`config.mk`:
```
export PLATFORM = sky130hd
export DESIGN_NAME = clit_ctrl
export DESIGN_NICKNAME = d
export VERILOG_FILES = /design/src/rtl/clit_pkg.sv /design/src/rtl/clit_ctrl.sv
export SDC_FILE = /design/constraint.sdc
export NUM_CORES = 1
export LEC_CHECK = 0
export ABC_CLOCK_PERIOD_IN_PS = 2400
export BUFFER_PORTS_ARGS = -buffer_cell sky130_fd_sc_hd__buf_4
export CORE_MARGIN = 8
export CORE_UTILIZATION = 48
export DETAILED_ROUTE_END_ITERATION = 8
export HOLD_SLACK_MARGIN = 0.12
export PLACE_DENSITY = 0.72
export SETUP_SLACK_MARGIN = 0.15
export SLEW_MARGIN = 20
export SYNTH_ARGS = -nofsm -noshare
export SYNTH_HDL_FRONTEND = slang
export SYNTH_SLANG_ARGS = --single-unit
```
`constraint.sdc`:
```
create_clock -name clk -period 2.4 [get_ports clk]
set_clock_uncertainty 0.05 [all_clocks]
set_input_delay 0.36 -clock clk [delete_from_list [all_inputs] [get_ports clk]]
set_output_delay 0.36 -clock clk [all_outputs]
set_load 0.005 [all_outputs]
```
`src/rtl/clit_pkg.sv`:
```
// Shared constants, codes and controller/datapath interface types.
package clit_pkg;

  localparam int TABLE_DEPTH = 256;
  localparam int IDX_W       = $clog2(TABLE_DEPTH);
  localparam int CNT_W       = $clog2(TABLE_DEPTH + 1);
  localparam int ENT_W       = 9;
  localparam int CMP_W       = (ENT_W > CNT_W) ? ENT_W : CNT_W;
  localparam int SLOT_W      = 8;
  localparam int POS_W       = 32;
  localparam int VAL_W       = 16;
  localparam int FRAC_W      = 16;
  localparam int QUO_W       = 32;
  localparam int STEP_W      = $clog2(QUO_W);
  localparam int PROD_W      = VAL_W + QUO_W;
  localparam int RES_W       = 32;
  localparam int REGION_W    = 2;
  localparam int IN_DATA_W   = SLOT_W + POS_W + VAL_W + POS_W;

  localparam logic REQ_LOAD  = 1'b0;
  localparam logic REQ_QUERY = 1'b1;

  typedef enum logic [REGION_W-1:0] {
    REGION_INTERIOR = 2'd0,
    REGION_MIN      = 2'd1,
    REGION_MAX      = 2'd2
  } region_t;

  typedef enum logic [1:0] {
    RES_NONE,
    RES_MIN,
    RES_MAX,
    RES_INTERP
  } res_sel_t;

  typedef struct packed {
    logic     load;
    logic     capture;
    logic     scan_clr;
    logic     scan_minmax;
    logic     scan_search;
    logic     div_init;
    logic     div_step;
    logic     mul;
    res_sel_t res_sel;
    logic     out_load;
  } clit_cmd_t;

  typedef struct packed {
    logic minmax_last;
    logic search_hit;
    logic search_last;
    logic q_le_min;
    logic q_ge_max;
    logic out_free;
  } clit_stat_t;

endpackage

```
`src/rtl/clit_ctrl.sv`:
```
// Controller: sequences load, min/max scan, interval search, division and output.
module clit_ctrl
  import clit_pkg::*;
(
  input  logic       clk,
  input  logic       rst,
  input  logic       in_valid,
  input  logic       in_kind,
  output logic       in_ready,
  input  clit_stat_t stat,
  output clit_cmd_t  cmd
);

  typedef enum logic [3:0] {
    S_IDLE,
    S_MINMAX,
    S_DECIDE,
    S_SEARCH,
    S_DINIT,
    S_DIV,
    S_MUL,
    S_PROD,
    S_SUM,
    S_DONE
  } state_t;

  state_t            state, state_next;
  logic [STEP_W-1:0] step_cnt;

  assign in_ready = (state == S_IDLE);

  always_comb begin
    cmd        = '0;
    state_next = state;
    case (state)
      S_IDLE: begin
        if (in_valid) begin
          if (in_kind == REQ_LOAD) begin
            cmd.load = 1'b1;
          end else begin
            cmd.capture  = 1'b1;
            cmd.scan_clr = 1'b1;
            state_next   = S_MINMAX;
          end
        end
      end
      S_MINMAX: begin
        cmd.scan_minmax = 1'b1;
        if (stat.minmax_last) begin
          state_next = S_DECIDE;
        end
      end
      S_DECIDE: begin
        if (stat.q_le_min) begin
          cmd.res_sel = RES_MIN;
          state_next  = S_DONE;
        end else if (stat.q_ge_max) begin
          cmd.res_sel = RES_MAX;
          state_next  = S_DONE;
        end else begin
          cmd.scan_clr = 1'b1;
          state_next   = S_SEARCH;
        end
      end
      S_SEARCH: begin
        cmd.scan_search = 1'b1;
        if (stat.search_hit) begin
          state_next = S_DINIT;
        end else if (stat.search_last) begin
          // no rising interval around q: fall back to the minimum knot
          cmd.res_sel = RES_MIN;
          state_next  = S_DONE;
        end
      end
      S_DINIT: begin
        cmd.div_init = 1'b1;
        state_next   = S_DIV;
      end
      S_DIV: begin
        cmd.div_step = 1'b1;
        if (step_cnt == STEP_W'(QUO_W - 1)) begin
          state_next = S_MUL;
        end
      end
      S_MUL: begin
        cmd.mul    = 1'b1;
        state_next = S_PROD;
      end
      S_PROD: begin
        // product register picks up the new magnitude
        state_next = S_SUM;
      end
      S_SUM: begin
        cmd.res_sel = RES_INTERP;
        state_next  = S_DONE;
      end
      S_DONE: begin
        if (stat.out_free) begin
          cmd.out_load = 1'b1;
          state_next   = S_IDLE;
        end
      end
      default: begin
        state_next = S_IDLE;
      end
    endcase
  end

  always_ff @(posedge clk) begin
    if (rst) begin
      state    <= S_IDLE;
      step_cnt <= '0;
    end else begin
      state <= state_next;
      if (state == S_DIV) begin
        step_cnt <= step_cnt + STEP_W'(1);
      end else begin
        step_cnt <= '0;
      end
    end
  end

  a_load_when_free: assert property (@(posedge clk) disable iff (rst)
    cmd.out_load |-> stat.out_free)
    else $error("output register overwritten");

  a_div_length: assert property (@(posedge clk) disable iff (rst)
    (state == S_MUL) |-> ($past(state) == S_DIV && $past(step_cnt) == STEP_W'(QUO_W - 1)))
    else $error("divider left early");

endmodule
```
# Word level (Yosys, flattened, before mapping)
# Cells that the tools add are included.
# totals
register_bits	9
input_bits	10
out_inout_bits	12
word_cells	52
# op_classes
n_addsub	1
eq_ne	16
n_mux	29
bitwise	1
reduce_logical	3
# ops
operator	n
one-hot mux 4 bit (10 select lines)	1
2-to-1 mux 4 bit	9
== test 4 x 3 -> 1 bit (second input constant)	4
2-to-1 mux 1 bit	12
inequality test 2 bit (second input constant)	5
== test 4 x 2 -> 1 bit (second input constant)	2
== test 4 bit (second input constant)	2
2-to-1 mux 2 bit	4
one-hot mux 2 bit (3 select lines)	1
AND reduction 6 bit	1
adder 5 x 1 -> 5 bit (second input constant)	1
== test 5 bit (second input constant)	1
== test 4 x 1 -> 1 bit (second input constant)	1
zero test 4 bit	1
2-to-1 mux 3 bit	1
inequality test 3 bit (second input constant)	1
one-hot mux 1 bit (2 select lines)	1
OR reduction 2 bit	1
inverter 1 bit	1

# Depth between registers and ports, before layout
# logic_depth
depth_word	3
mapped_depth	6
depth_no_buf	6

# Least setup slack after synthesis
# No wires, ideal clock.
# synth_path
path_kind	reg2reg
from	register step_cnt[0]
to	register state[1]
setup_ns	0.115
arrival_time_ns	1.528
required_ns	2.235
path_slack_ns	0.707
stages_incl_launch_ff	7
n_path_buf	0
period_less_slack_ns	1.693
cell_sequence	dfxtp_1 > ha_1 > and3_1 > ha_1 > mux2_4 > o311ai_2 > o21ba_1
# synth_via
elab_chain_len	3
# synth_lines
element	line	text
start: declaration	clit_ctrl.sv:28	logic [STEP_W-1:0] step_cnt;
start signal: assignment	clit_ctrl.sv:116	step_cnt <= step_cnt + STEP_W'(1);
== test 5 bit	clit_ctrl.sv:81	if (step_cnt == STEP_W'(QUO_W - 1)) begin
inequality test 2 bit (no line)	-	
AND reduction 6 bit (no line)	-	
end signal: assignment	clit_ctrl.sv:114	state <= state_next;
end: declaration	clit_ctrl.sv:27	state_t state, state_next;
# No other way between the ends.
# A chain may end at the register's enable or synchronous reset.

==> summary.txt <==
Run status
  – Status: finished clean

Power
  – Power per cell area: 447 nW/um2
  – Flop pwr share: 0.425
  – Leakage power: 0.398 nW
  – Switch share: 0.291
  – Worst vdd ir: 0.000232 V
  – Combinational Power Share: 0.268
  – Sw Pwr: 112 uW
  – Int Power: 273 uW
  – Clock power share: 0.307

Worst setup path
  – Crit. End Element: output port
  – Arrival time worst endpoint: 1.65 ns
  – Worst flop-to-flop path startpoint: step_cnt[0]$_SDFF_PP0_
  – CP Data Required Time: 1.99 ns
  – Setup crit start kind: register
  – Flop-to-flop setup slack: 0.64 ns
  – Worst R2R End: state[1]$_SDFFE_PP0P_
  – CP max stage delay: 0.49 ns
  – FF-to-FF path depth: 6
  – Critical path class: register to output port
  – Slowest stage cell, crit path: dfxtp_1
  – Delay-heaviest family, CP: simple AND/OR/NAND/NOR gates
  – Worst-path cell chain: nand4bb_1 -> nor3b_1 -> o21ai_1 -> a21oi_1 -> buf_4
  – Critical path origin: state[2]$_SDFFE_PP0P_
  – Worst Path Buf+Inv: 1
  – Crit path max fanout: 15

Synth
  – Most used standard cell by instance count after synthesis: nor2_1
  – Seq/Total Area, Yosys: 0.260
  – Synth top cells by count: 10 x nor2_1, 9 x dfxtp_1, 8 x nor3_1
  – Largest area contributor in the netlist: dfxtp_1
  – Synth Flop Type: dfxtp_1
  – Share of the synthesized area in the top cell type: 0.260
  – Syn avg cell area: 8.24 um2
  – Warnings, synthesis: 0
  – Mapped Area: 692 um2
  – Number of library cell types mapped by synthesis: 35
  – Post-synth ARST share: 0
  – Post-Syn Instances: 84
  – Syn nets: 96
  – FF+latch count, synth: 9
  – Ranking of synthesized cells by area: dfxtp_1 26%, buf_6 6.5%, nor3_1 5.8%
  – Number of synthesized flops with an enable pin: 0

Timing
  – Final worst path period need: 2.06 ns
  – Relative slew slack: 0.603
  – FMAX: 486 MHz
  – Slew @ Worst Pin: 0.595 ns
  – Setup_tns: 0 ns
  – Hold Vio Cnt, Final: 0
  – Final period utilization: 0.857
  – RSZ-0062 raised after global routing: false
  – Final hold slack: 0.262 ns
  – Max-slew violation count: 0
  – Setup WS post-layout: 0.344 ns
  – Setup violators final: 0

Placed design
  – GP Congestion: 0.763
  – Post-DP HPWL: 1290 um
  – Pre-CTS setup slack: 0.608 ns
  – Port Buffers: 21

Clock network
  – Setup Fix Bufs, Post-CTS: 0
  – Clk slew on worst S/H paths: 0.06 ns
  – Worst-case clock buffer depth: 2
  – Root buf cell: clkbuf_4
  – # resized after CTS: 0
  – Skew-Pair Late Insertion Delay: 0.26 ns
  – CTS tree: yes
  – H-tree Lvls: 1
  – CTS sink cnt: 9
  – CTS buffer count: 3
  – Post-CTS Hold Fix Bufs: 0

Global routing
  – Vias in the first global route: 629
  – Global route overflow: 0
  – First-pass GRT wire length: 2680 um
  – Met3 usage: 0.0331
  – Global routing usage on met2: 0.195
  – GRT met1 Usage: 0.144
  – Grt peak-use layer: met2
  – Antenna violations before repair: 0
  – Largest net degree at the start of global routing: 16
  – Total GRT Usage: 0.120

Finish
  – Area grow syn2layout: 24.2%
  – Share of cells above drive strength 1: 0.311
  – Final Net Count: 119
  – Antenna cells: 0

Floorplanning
  – Starting Density: 0.525
  – Row cnt: 13
  – Die Area: 2910 um2
  – Num ports: 22
  – Chip width: 54.0 um
  – Die H: 54.0 um
  – Core box area: 1320 um2

Route
  – Remaining antenna violation count: 0
  – Wire per inst: 13.5 um
  – WL final: 1630 um
  – DR iter-0 viols: 12
  – Routed vias/inst: 5.49
  – DRC: 0
  – Routed via count: 664
  – Drt pass-1 iters: 4

Hold path
  – Worst Hold End: state[2]$_SDFFE_PP0P_
  – HP Class: input port to register
  – HP Start: rst
  – WHS Path Cells: 2

Flow run
  – Max Cap Viol: 0
==> per-stage QoR <==
stage | util | power, mW | std cells | area, um2
2_1_floorplan | - | 0.231 | 84 | 692
3_3_place_gp | 0.632 | 0.267 | 117 | 833
3_5_place_dp | 0.632 | 0.269 | 117 | 833
4_1_cts | 0.652 | 0.386 | 121 | 860
5_1_grt | 0.652 | 0.407 | 121 | 860
6_report | 0.652 | 0.385 | 121 | 860
==> area by class of cell <==
type                       instances  area [um2]
clock buffer                       4        26.3
tap                               15        18.8
inverter                           2        7.51
fill                             129         458
timing repair buffer              23         173
sequential                         9         180
multi-input combinational         68         454
==> worst max-delay path by stage <==
stage / cells past startpoint / endpoint / slack (ns)
floorplan: 6 / state[1]$_SDFFE_PP0P_ / 0.71
global route: 5 / cmd[1] / 0.16
finish: 5 / cmd[1] / 0.34
CTS: 5 / cmd[1] / 0.33
global placement: 5 / cmd[1] / 0.63
detailed placement: 5 / cmd[1] / 0.61
==> cell usage in the layout (no fill, tap or decap), types with 2 or more instances in the layout <==
cell	instances
nand2b_1	6
ha_1	2
o21bai_1	2
nand3b_1	2
inv_1	2
nand2_1	7
nor2b_1	2
and3_1	2
and2_1	2
a21oi_1	3
dfxtp_1	9
nand3_1	3
nor3_1	8
clkbuf_4	3
buf_4	23
nor2_1	10
==> power groups by stage <==
| stage | sequential, mW | clock (mW) | combinational [mW] |
|---|---|---|---|
| after detailed placement | 0.167 | 0 | 0.102 |
| after global placement | 0.166 | 0 | 0.100 |
| final | 0.164 | 0.118 | 0.103 |
| after global routing | 0.165 | 0.130 | 0.113 |
| after CTS | 0.164 | 0.119 | 0.104 |
| after floorplan | 0.160 | 0 | 0.0709 |
==> sequential cells by signal, indices dropped and copies added, names as in the netlist <==
| signal | flops |
|---|---|
| state | 4 |
| step_cnt | 5 |
==> worst reg2reg max path: stages (launching register included) <==
cell      delay [ns]
dfxtp_1         0.33
ha_1            0.22
and3_1          0.19
ha_1            0.17
mux2_4          0.27
o311ai_2        0.25
o21ba_1         0.19
==> kinds of logic after synthesis <==
group                      after synthesis  synth area share
DFF                                      9             0.260
adders and majority gates                2            0.0362
muxes                                    1            0.0217
AOI/OAI and AO/OA                       14             0.163
xor gates and xnor gates                 2            0.0253
buffers and inverters                    7            0.0832
and+or+nand+nor                         49             0.410
==> per-layer routing <==
layer  vias to the layer above  share of wire
met5                         -              0
met2                        18           0.44
met1                       298           0.49
met3                         4          0.063
li1                        344              -
met4                         0         0.0074
(Power assumes the default switching activity.)
